**config.mk**
```make
export PLATFORM = sky130hd
export DESIGN_NAME = position_pi_regulator_top
export DESIGN_NICKNAME = d
export VERILOG_FILES = /design/src/sv/ppr_pkg.sv /design/src/sv/position_pi_regulator_top.sv
export SDC_FILE = /design/constraint.sdc
export NUM_CORES = 2
export LEC_CHECK = 0
export BUFFER_PORTS_ARGS = -buffer_cell sky130_fd_sc_hd__clkbuf_2
export CAP_MARGIN = 20
export CELL_PAD_IN_SITES_DETAIL_PLACEMENT = 1
export CELL_PAD_IN_SITES_GLOBAL_PLACEMENT = 1
export CORE_ASPECT_RATIO = 1.1
export CORE_MARGIN = 5
export CORE_UTILIZATION = 52
export DETAILED_ROUTE_END_ITERATION = 8
export PLACE_DENSITY_LB_ADDON = 0.2
export SYNTH_ARGS = -nofsm -noshare
export SYNTH_HDL_FRONTEND = slang
export SYNTH_SLANG_ARGS = --single-unit
```
**constraint.sdc**
```tcl
create_clock -name clk -period 11.4 [get_ports clk]
set_clock_uncertainty 0.15 [all_clocks]
set_input_delay 0.57 -clock clk [delete_from_list [all_inputs] [get_ports clk]]
set_output_delay 0.57 -clock clk [all_outputs]
set_load 0.01 [all_outputs]
```
**src/sv/ppr_pkg.sv**
```systemverilog
`timescale 1ns / 1ps
`default_nettype none

package ppr_pkg;

  // Fixed field and register widths
  localparam int SPAN_W      = 15;
  localparam int GAIN_W      = 16;
  localparam int BAND_W      = 15;
  localparam int CFG_DATA_W  = 16;
  localparam int CFG_INDEX_W = 2;
  localparam int POS_IN_W    = 16;
  localparam int JOY_W       = 8;
  localparam int MAG_W       = 15;
  localparam int FRAC_BITS   = 16;

  // Default state widths
  localparam int POSITION_WIDTH_DEF = 16;
  localparam int INTEGRAL_WIDTH_DEF = 32;

  // Register reset values
  localparam logic [SPAN_W-1:0] SPAN_RST = 15'd0;
  localparam logic [GAIN_W-1:0] KP_RST   = 16'd22938;
  localparam logic [GAIN_W-1:0] KI_RST   = 16'd573;
  localparam logic [BAND_W-1:0] BAND_RST = 15'd500;

  // Joystick mapping
  localparam int JOY_OFFSET = 38;
  localparam int JOY_CENTER = 115;
  localparam int JOY_SCALE  = 100;

  localparam logic [MAG_W-1:0] MAG_MAX = 15'h7FFF;

  typedef enum logic [CFG_INDEX_W-1:0] {
    REG_SPAN = 2'd0,
    REG_KP   = 2'd1,
    REG_KI   = 2'd2,
    REG_BAND = 2'd3
  } cfg_reg_t;

endpackage

`default_nettype wire

```
**src/sv/position_pi_regulator_top.sv**
```systemverilog
`timescale 1ns / 1ps
`default_nettype none

// Position PI regulator. One word is accepted every cycle while in_ready
// is high; a control tick gives its drive word through the B, C and output
// registers, a reference update gives none. The rate is set by the target
// and integral update in the first stage, followed by a multiply stage and
// a sum/truncate/saturate stage into the output register. Configuration
// registers are written through cfg_we/cfg_index/cfg_data and take effect
// at once; write them only while no word is in flight. No start-up sweep.
module position_pi_regulator_top #(
  parameter int POSITION_WIDTH = ppr_pkg::POSITION_WIDTH_DEF,
  parameter int INTEGRAL_WIDTH = ppr_pkg::INTEGRAL_WIDTH_DEF
) (
  input  logic                               clk,
  input  logic                               rst,
  input  logic                               cfg_we,
  input  logic [ppr_pkg::CFG_INDEX_W-1:0]    cfg_index,
  input  logic [ppr_pkg::CFG_DATA_W-1:0]     cfg_data,
  input  logic                               in_valid,
  output logic                               in_ready,
  input  logic                               action,
  input  logic signed [ppr_pkg::POS_IN_W-1:0] encoder_position,
  input  logic [ppr_pkg::JOY_W-1:0]          joystick_value,
  output logic                               out_valid,
  input  logic                               out_ready,
  output logic                               drive_negative,
  output logic [ppr_pkg::MAG_W-1:0]          drive_magnitude
);
  import ppr_pkg::*;

  localparam int P   = POSITION_WIDTH;
  localparam int I   = INTEGRAL_WIDTH;
  localparam int RW  = 18;
  localparam int SW  = (P > RW) ? P : RW;
  localparam int CW  = ((P > POS_IN_W) ? P : POS_IN_W) + 1;
  localparam int DW  = I + 18;
  localparam int QW  = DW - FRAC_BITS;
  localparam int SQ  = (P > QW) ? P : QW;
  localparam int MW  = P + 1;
  localparam longint PMAX = (longint'(1) << (P - 1)) - 1;
  localparam longint PMIN = -PMAX - 1;

  // Configuration
  logic [SPAN_W-1:0] span;
  logic [GAIN_W-1:0] kp;
  logic [GAIN_W-1:0] ki;
  logic [BAND_W-1:0] band;

  always_ff @(posedge clk) begin
    if (rst) begin
      span <= SPAN_RST;
      kp   <= KP_RST;
      ki   <= KI_RST;
      band <= BAND_RST;
    end else if (cfg_we) begin
      unique case (cfg_reg_t'(cfg_index))
        REG_SPAN: span <= cfg_data[SPAN_W-1:0];
        REG_KP:   kp   <= cfg_data[GAIN_W-1:0];
        REG_KI:   ki   <= cfg_data[GAIN_W-1:0];
        REG_BAND: band <= cfg_data[BAND_W-1:0];
      endcase
    end
  end

  // Pipeline control
  logic a_valid, b_valid, c_valid;
  logic o_ready, c_ready, b_ready, a_fire;

  logic                       a_action;
  logic signed [POS_IN_W-1:0] a_pos;
  logic [JOY_W-1:0]           a_joy;

  assign o_ready  = !out_valid || out_ready;
  assign c_ready  = !c_valid || o_ready;
  assign b_ready  = !b_valid || c_ready;
  assign a_fire   = a_valid && (a_action || b_ready);
  assign in_ready = !a_valid || a_fire;

  always_ff @(posedge clk) begin
    if (rst) begin
      a_valid <= 1'b0;
    end else if (in_ready) begin
      a_valid <= in_valid;
    end
  end

  always_ff @(posedge clk) begin
    if (in_ready && in_valid) begin
      a_action <= action;
      a_pos    <= encoder_position;
      a_joy    <= joystick_value;
    end
  end

  // Stage A: reference mapping, clamping, error and integral
  logic signed [P-1:0] target;
  logic                target_set;
  logic signed [I-1:0] integral;

  logic [SPAN_W-1:0]          half;
  logic [JOY_W-1:0]           joy_r;
  logic signed [JOY_W:0]      joy_d;
  logic signed [15:0]         joy_p;
  logic signed [RW-1:0]       ref_val;
  logic signed [SW-1:0]       ref_ext;
  logic signed [P-1:0]        ref_sat;
  logic [SPAN_W-1:0]          pos_c;
  logic signed [CW-1:0]       tgt_ext;
  logic [SPAN_W-1:0]          tgt_c;
  logic signed [POS_IN_W-1:0] err;
  logic [SPAN_W-1:0]          aerr;
  logic signed [I:0]          isum;
  logic signed [I-1:0]        integ_next;

  always_comb begin
    half    = span >> 1;
    joy_r   = (a_joy < JOY_W'(2 * JOY_OFFSET)) ? JOY_W'(JOY_OFFSET)
                                               : a_joy - JOY_W'(JOY_OFFSET);
    joy_d   = $signed({1'b0, joy_r}) - $signed((JOY_W + 1)'(JOY_CENTER));
    joy_p   = 16'(joy_d) * $signed(16'(JOY_SCALE));
    ref_val = $signed(RW'(half)) - RW'(joy_p);
    ref_ext = SW'(ref_val);
    if (ref_ext > SW'(PMAX)) begin
      ref_sat = P'(PMAX);
    end else if (ref_ext < SW'(PMIN)) begin
      ref_sat = P'(PMIN);
    end else begin
      ref_sat = P'(ref_ext);
    end

    if (a_pos[POS_IN_W-1]) begin
      pos_c = '0;
    end else if (a_pos[SPAN_W-1:0] > span) begin
      pos_c = span;
    end else begin
      pos_c = a_pos[SPAN_W-1:0];
    end

    tgt_ext = CW'(target);
    if (!target_set) begin
      tgt_c = half;
    end else if (tgt_ext < 0) begin
      tgt_c = '0;
    end else if (tgt_ext > $signed(CW'(span))) begin
      tgt_c = span;
    end else begin
      tgt_c = SPAN_W'(tgt_ext);
    end

    err  = $signed({1'b0, tgt_c}) - $signed({1'b0, pos_c});
    aerr = err[POS_IN_W-1] ? SPAN_W'(-err) : err[SPAN_W-1:0];
    isum = (I + 1)'(integral) + (I + 1)'(err);
    if (aerr < band) begin
      integ_next = '0;
    end else if (isum[I] != isum[I-1]) begin
      integ_next = {isum[I], {(I - 1){~isum[I]}}};
    end else begin
      integ_next = isum[I-1:0];
    end
  end

  always_ff @(posedge clk) begin
    if (rst) begin
      target     <= '0;
      target_set <= 1'b0;
      integral   <= '0;
    end else if (a_fire) begin
      if (a_action) begin
        target     <= ref_sat;
        target_set <= 1'b1;
      end else begin
        integral <= integ_next;
        if (target_set) begin
          target <= P'(tgt_c);
        end
      end
    end
  end

  // Stage B: products
  logic signed [POS_IN_W-1:0] b_err;
  logic signed [I-1:0]        b_integ;

  always_ff @(posedge clk) begin
    if (rst) begin
      b_valid <= 1'b0;
    end else if (b_ready) begin
      b_valid <= a_valid && !a_action;
    end
  end

  always_ff @(posedge clk) begin
    if (b_ready && a_valid && !a_action) begin
      b_err   <= err;
      b_integ <= integ_next;
    end
  end

  logic signed [32:0]   c_pprod;
  logic signed [I+16:0] c_iprod;

  always_ff @(posedge clk) begin
    if (rst) begin
      c_valid <= 1'b0;
    end else if (c_ready) begin
      c_valid <= b_valid;
    end
  end

  always_ff @(posedge clk) begin
    if (c_ready && b_valid) begin
      c_pprod <= 33'($signed({1'b0, kp})) * 33'(b_err);
      c_iprod <= (I + 17)'($signed({1'b0, ki})) * (I + 17)'(b_integ);
    end
  end

  // Stage C: sum, truncate toward zero, saturate, split into sign and size
  logic signed [DW-1:0] dsum;
  logic [DW-1:0]        bias;
  logic signed [DW-1:0] dadj;
  logic signed [QW-1:0] q;
  logic signed [SQ-1:0] q_ext;
  logic signed [P-1:0]  d;
  logic signed [MW-1:0] dw;
  logic [MW-1:0]        mag_full;
  logic [MAG_W-1:0]     mag;

  always_comb begin
    dsum  = DW'(c_pprod) + DW'(c_iprod);
    bias  = dsum[DW-1] ? DW'((1 << FRAC_BITS) - 1) : '0;
    dadj  = dsum + $signed(bias);
    q     = $signed(dadj[DW-1:FRAC_BITS]);
    q_ext = SQ'(q);
    if (q_ext > SQ'(PMAX)) begin
      d = P'(PMAX);
    end else if (q_ext < SQ'(PMIN)) begin
      d = P'(PMIN);
    end else begin
      d = P'(q_ext);
    end
    dw       = MW'(d);
    mag_full = d[P-1] ? $unsigned(-dw) : $unsigned(dw);
    if ((MW + 16)'(mag_full) > (MW + 16)'(MAG_MAX)) begin
      mag = MAG_MAX;
    end else begin
      mag = MAG_W'(mag_full);
    end
  end

  always_ff @(posedge clk) begin
    if (rst) begin
      out_valid <= 1'b0;
    end else if (o_ready) begin
      out_valid <= c_valid;
    end
  end

  always_ff @(posedge clk) begin
    if (o_ready && c_valid) begin
      drive_negative  <= d[P-1];
      drive_magnitude <= mag;
    end
  end

endmodule

`default_nettype wire

```
* Word level (Yosys, flattened, before mapping)
Cells that the tools add are included.
** Word-level totals
- Register bits :: 286
- Bits of input ports :: 48
- Output and inout port bits :: 18
- Word-level logic and storage cells :: 91
** Operators by class
- Add/sub/neg operators :: 9
- Multipliers :: 3
- Order comparisons :: 10
- Equality and inequality tests :: 4
- Multiplexer cells :: 17
- Bitwise gates (word level) :: 2
- Reduce and logical (&&, ||, !) cells :: 26
** Operator list (count)
- 16-bit two-way mux :: 7
- 15-bit two-way mux :: 6
- 32-bit two-way mux :: 2
- 33-bit by 49-bit adder with 50-bit output :: 1
- 50-bit by 17-bit adder with 50-bit output :: 1
- 17-bit by 32-bit multiplier with 49-bit output :: 1
- 34-bit by 16-bit greater-than comparator with 1-bit output, second input constant :: 1
- 34-bit by 16-bit less-than comparator with 1-bit output, second input constant :: 1
- 32-bit by 16-bit adder with 33-bit output :: 1
- 17-bit by 16-bit multiplier with 33-bit output :: 1
- 17-bit by 15-bit greater-than comparator with 1-bit output, second input constant :: 1
- 17-bit by 16-bit greater-than comparator with 1-bit output, second input constant :: 1
- 17-bit by 16-bit less-than comparator with 1-bit output, second input constant :: 1
- 17-bit two-way mux :: 1
- 16-bit negation with 17-bit output :: 1
- 15-bit by 16-bit subtractor with 17-bit output :: 1
- 16-bit greater-than comparator :: 1
- 16-bit by 1-bit less-than comparator with 1-bit output, second input constant :: 1
- 15-bit by 15-bit subtractor with 16-bit output :: 1
- 15-bit greater-than comparator :: 1
- 15-bit less-than comparator :: 1
- 15-bit negation :: 1
- 9-bit by 6-bit multiplier with 14-bit output, second input constant :: 1
- 2-bit AND reduction :: 7
- 13 further kinds :: 29

* Longest topological paths before layout
- Depth after elaboration :: 9
- Mapped depth :: 56
- Gate-level depth less buffers :: 52

* Worst setup path before layout
Ideal clock, no wire load.
- Kind :: reg2reg
- Start :: register span[1]
- End :: register integral[20]
- Setup time :: 0.125 ns
- Arrival time :: 9.793 ns
- Required time :: 11.125 ns
- Path slack :: 1.332 ns
- Cell stages (with the launch flop) :: 56
- Buffers on the path :: 4
- Clock period less this slack :: 10.068 ns
- Path through :: dfxtp_1 inv_1 ha_1 nor2b_1 o21a_1 o21a_1 o21a_1 o21a_1 o21a_1 o21a_1 o21ai_0 a21oi_1 o31a_1 o21a_1 o21ai_0 a211oi_1 clkbuf_1 mux2i_1 [20 not listed] a21boi_0 o21a_1 o21a_1 o21a_1 o21a_1 o21a_1 o21a_1 o21a_1 o21a_1 o21ai_0 a21oi_1 a211oi_1 o21ai_0 o211ai_1 or3_1 clkbuf_1 clkbuf_1 o21ai_0
** On the way
- Word-level cells in the longest chain between the ends :: 9
- Elaborated cells on any way between the ends :: 16
- Those cells by class :: add/sub: 3; order compare: 3; eq/ne: 1; mux: 8; bitwise: 1
** Ends and longest elaborated chain
- start, declared :: line position_pi_regulator_top.sv:45 : logic [SPAN_W-1:0] span;
- start signal, assigned :: line position_pi_regulator_top.sv:58 : REG_SPAN: span <= cfg_data[SPAN_W-1:0];
- 16-bit greater-than comparator :: line position_pi_regulator_top.sv:145 : end else if (tgt_ext > $signed(CW'(span))) begin
- 15-bit two-way mux :: line position_pi_regulator_top.sv:145
- 15-bit two-way mux :: line position_pi_regulator_top.sv:143 : end else if (tgt_ext < 0) begin
- 15-bit two-way mux :: line position_pi_regulator_top.sv:141 : if (!target_set) begin
- 15-bit by 15-bit subtractor with 16-bit output * :: line position_pi_regulator_top.sv:151 : err = $signed({1'b0, tgt_c}) - $signed({1'b0, pos_c});
- named net err[15] :: line position_pi_regulator_top.sv:111 : logic signed [POS_IN_W-1:0] err;
- 32-bit by 16-bit adder with 33-bit output :: line position_pi_regulator_top.sv:153 : isum = (I + 1)'(integral) + (I + 1)'(err);
- 1-bit inequality test or 1-bit NOT (tied branches) :: line position_pi_regulator_top.sv:156, position_pi_regulator_top.sv:157
- 32-bit two-way mux :: line position_pi_regulator_top.sv:156 : end else if (isum[I] != isum[I-1]) begin
- 32-bit two-way mux * :: line position_pi_regulator_top.sv:154 : if (aerr < band) begin
- end signal, assigned :: line position_pi_regulator_top.sv:173 : integral <= integ_next;
- end, declared :: line position_pi_regulator_top.sv:99 : logic signed [I-1:0] integral;
Mark *: on every way through the listed nets, which the timed path passes. The rest lies on a longest branch.
A chain may end at the register's enable or synchronous reset.

* Worst setup path in the final report
- Start :: register span[1]
- End :: register integral[1]
** On the way
- Word-level cells in the longest chain between the ends :: 9
- Elaborated cells on any way between the ends :: 16
- Those cells by class :: add/sub: 3; order compare: 3; eq/ne: 1; mux: 8; bitwise: 1
** Ends and longest elaborated chain
- 16-bit greater-than comparator :: line position_pi_regulator_top.sv:145
- 15-bit two-way mux :: line position_pi_regulator_top.sv:145
- 15-bit two-way mux :: line position_pi_regulator_top.sv:143
- 15-bit two-way mux :: line position_pi_regulator_top.sv:141
- 15-bit by 15-bit subtractor with 16-bit output * :: line position_pi_regulator_top.sv:151
- 15-bit negation or 32-bit by 16-bit adder with 33-bit output (tied branches) :: line position_pi_regulator_top.sv:152, position_pi_regulator_top.sv:153
- 15-bit two-way mux (tied with other cells) :: line position_pi_regulator_top.sv:152 : aerr = err[POS_IN_W-1] ? SPAN_W'(-err) : err[SPAN_W-1:0];
- 15-bit less-than comparator or 32-bit two-way mux (tied branches) :: line position_pi_regulator_top.sv:154, position_pi_regulator_top.sv:156
- 32-bit two-way mux * :: line position_pi_regulator_top.sv:154
Every way passes the cells marked *; elsewhere a longest branch is shown, timed or not.

==> results_dict.tcl <==
set metrics [dict create \
    synth_area_leader_cell "sky130_fd_sc_hd__fa_1" \
    antenna_cells 0 \
    design.core.area_um2 88000 \
    number_of_antenna_violations_at_the_first_check_in_global_routing 1 \
    chipHeight_um 323 \
    setup.worst_path.end "integral[1]" \
    drt.antenna.violating_nets 0 \
    fmaxAchievable_mhz 95.8 \
    yosysWarnings 0 \
    grt_usage_pct 28.6 \
    final.setup.tns_ps 0 \
    slowest_delay_ps 510 \
    slew_headroom_pct 19.1 \
    grt_pass1_vias 41200 \
    cp.required_ps 11710 \
    floorplan.initialDensity_pct 52.5 \
    final_net_count 6336 \
    synth.lib_cells_used.distinct 113 \
    drive_above_1_share_pct 5.12 \
    crit-reg2reg-capture "integral[1]" \
    synthCells 5183 \
    critPathKind "flop to flop" \
    area_growth_syn_to_layout_pct 5.95 \
    timing.critical_path.from_type "flop" \
    dr_total_vias 36200 \
    status "complete, no violations" \
    reg2reg_setup_slack_ps 960 \
    worstHoldPathType "input pin to flop" \
    yosys_register_bits 286 \
    max_slew.worst_pin.slew_ps 1200 \
    grt_max_degree 88 \
    synth_enable_flop_cells 171 \
    cts.sink_count 286 \
    drt_first_iter_violations 2059 \
    clkSlewWorstSetupHoldPaths_ps 60 \
    maximum_capacitance_violations 0 \
    maxSlewViolCount 0 \
    critPathArrivalTime_ps 10750 \
    core_rows 114 \
    setup_repair_after_global_routing_missed_its_margin "no" \
    timing.final.crit_share_pct 91.5 \
    route.detailed.wl_per_inst_um 20.9 \
    first_pass_iters 6 \
    yosysMostFrequentCell "sky130_fd_sc_hd__inv_1" \
    wire_length_of_the_first_global_routing_pass_um 218000 \
    critical_path_peak_fanout 32 \
    critical-path-slowest-cell "sky130_fd_sc_hd__a211oi_1" \
    timing.final.hold_violations 0 \
    die-width_um 294 \
    setup-violations-final 0 \
    timing.final.crit_period_ps 10440 \
    io_pins 66 \
    globalRouteOverflowTotal 0 \
    h-tree-depth 2 \
    io_buffers 65 \
    fillers 10300 \
    crit_path_end_kind "flop" \
    syn_nets 6355 \
    portion_of_the_post_synthesis_area_used_by_sequential_elements_pct 16.1 \
    largest_cells_by_area_after_synthesis "sky130_fd_sc_hd__fa_1, sky130_fd_sc_hd__ha_1, sky130_fd_sc_hd__edfxtp_1" \
    r2r-start "span[1]" \
    die-area_um2 94800 \
    post_synth_instance_area_um2 46200 \
    cts_buffers 35 \
    area_share_of_the_leading_cell_type_in_the_synthesized_netlist_pct 30.1 \
    worst_r2r_path_depth 46 \
    hold_path.startpoint "action" \
    cts_buffer_depth 3 \
    detail_route.vias_per_cell 5.70 \
    route.detailed.drc 0 \
    clock_tree_from_tritoncts "yes" \
    main_flop_type_after_synthesis "sky130_fd_sc_hd__edfxtp_1" \
    dp_hpwl_um 106000 \
    crit_path_start "span[1]" \
    postRouteWirelength_um 133000 \
    yosys-top-cells-count "sky130_fd_sc_hd__inv_1, sky130_fd_sc_hd__nand2_1, sky130_fd_sc_hd__fa_1, sky130_fd_sc_hd__ha_1, sky130_fd_sc_hd__and2_1" \
    postSynthAreaPerCell_um2 8.91 \
    place_congestion 0.902 \
    async_flop_share_pct 0 \
    cts-root-buf "sky130_fd_sc_hd__clkbuf_16" \
    clock_insertion_delay_worst_skew_ps 580 \
]
-- state kept, by name, indices dropped and copies added (netlist names), 8 cells and up --
name and flops:
integral 32, b_err 16, c_iprod 49, b_integ 32
band 15, a_pos 16, a_joy 8, drive_magnitude 15
span 15, kp 16, c_pprod 33, ki 16
target 16
-- placed cells by master, fill, tap and decap left out, drive strengths merged, types with 68 or more instances in the layout --
cell type and count:
edfxtp 171, and2 323, inv 908, a21oi 222, fa 694, xnor2 147, nor3 68, ha 430
nor2 231, o21ai 161, dfxtp 115, nand2 744, clkbuf 113
-- worst max-delay path, delay by kind of cell (launching register included) --
family	cells	cell delay (ps)
compound gates	31	6220
fa+ha+maj	3	930
buf+inv	4	1020
flops	1	450
mux	1	180
simple gates	7	1330
-- how the worst min path moves through the flow --
stage	to	slack, ps	depth (start not counted)
after global routing	a_pos[8]	20	1
final	a_action	30	1
after global placement	band[10]	290	2
after CTS	a_action	0.9	1
after floorplan	integral[0]	280	2
after detailed placement	band[14]	300	2
-- timing repair --
item	4_1_cts	5_1_grt
hold buffers	19	0
resized for setup	0	7
hold endpoints to repair	19	0
buffers inserted	0	0
setup endpoints to repair	0	62
-- metal layers --
metal	vias up	track usage, %	wire length (µm)	share of wire (%)
met5	-	0	0	0
met4	0	8.58	4460	3.3
met3	234	3.30	6460	4.9
met2	862	51.7	67300	51
met1	18600	36.1	54900	41
li1	16500	-	-	-
-- stage by stage --
step	instances	util [%]	hold slack, ps	area [µm²]	setup WS (ps)
2_1_floorplan	5183	-	282	46200	1330
3_3_place_gp	6266	54.0	293	47500	756
3_5_place_dp	6266	54.0	304	47500	241
4_1_cts	6349	55.5	0.890	48900	88.1
5_1_grt	6351	55.6	21.6	48900	69.0
6_report	6351	55.6	28.8	48900	965
-- cell type report --
type | count | area (µm²) | area share [%]
clock buffers | 46 | 957 | 1.96
clock inverters | 18 | 184 | 0.376
inverters | 906 | 3400 | 6.96
multi-input cells | 3803 | 34600 | 70.7
flip-flops and latches | 286 | 7440 | 15.2
well taps | 1160 | 1450 | 2.97
repair buffers | 132 | 893 | 1.83
-- kinds of logic after synthesis --
group           count (synthesis)  share of synthesized area, %
compound gates                728                          10.2
xor+xnor                      209                          4.05
fa+ha+maj                    1124                          41.7
buf+inv                      1094                          9.08
flops                         286                          16.1
mux                            38                         0.827
simple gates                 1704                          18.0
Power is left out: the tool's default activity adds up to more than one toggle a clock period on the data nets, which glitch-free logic cannot reach.
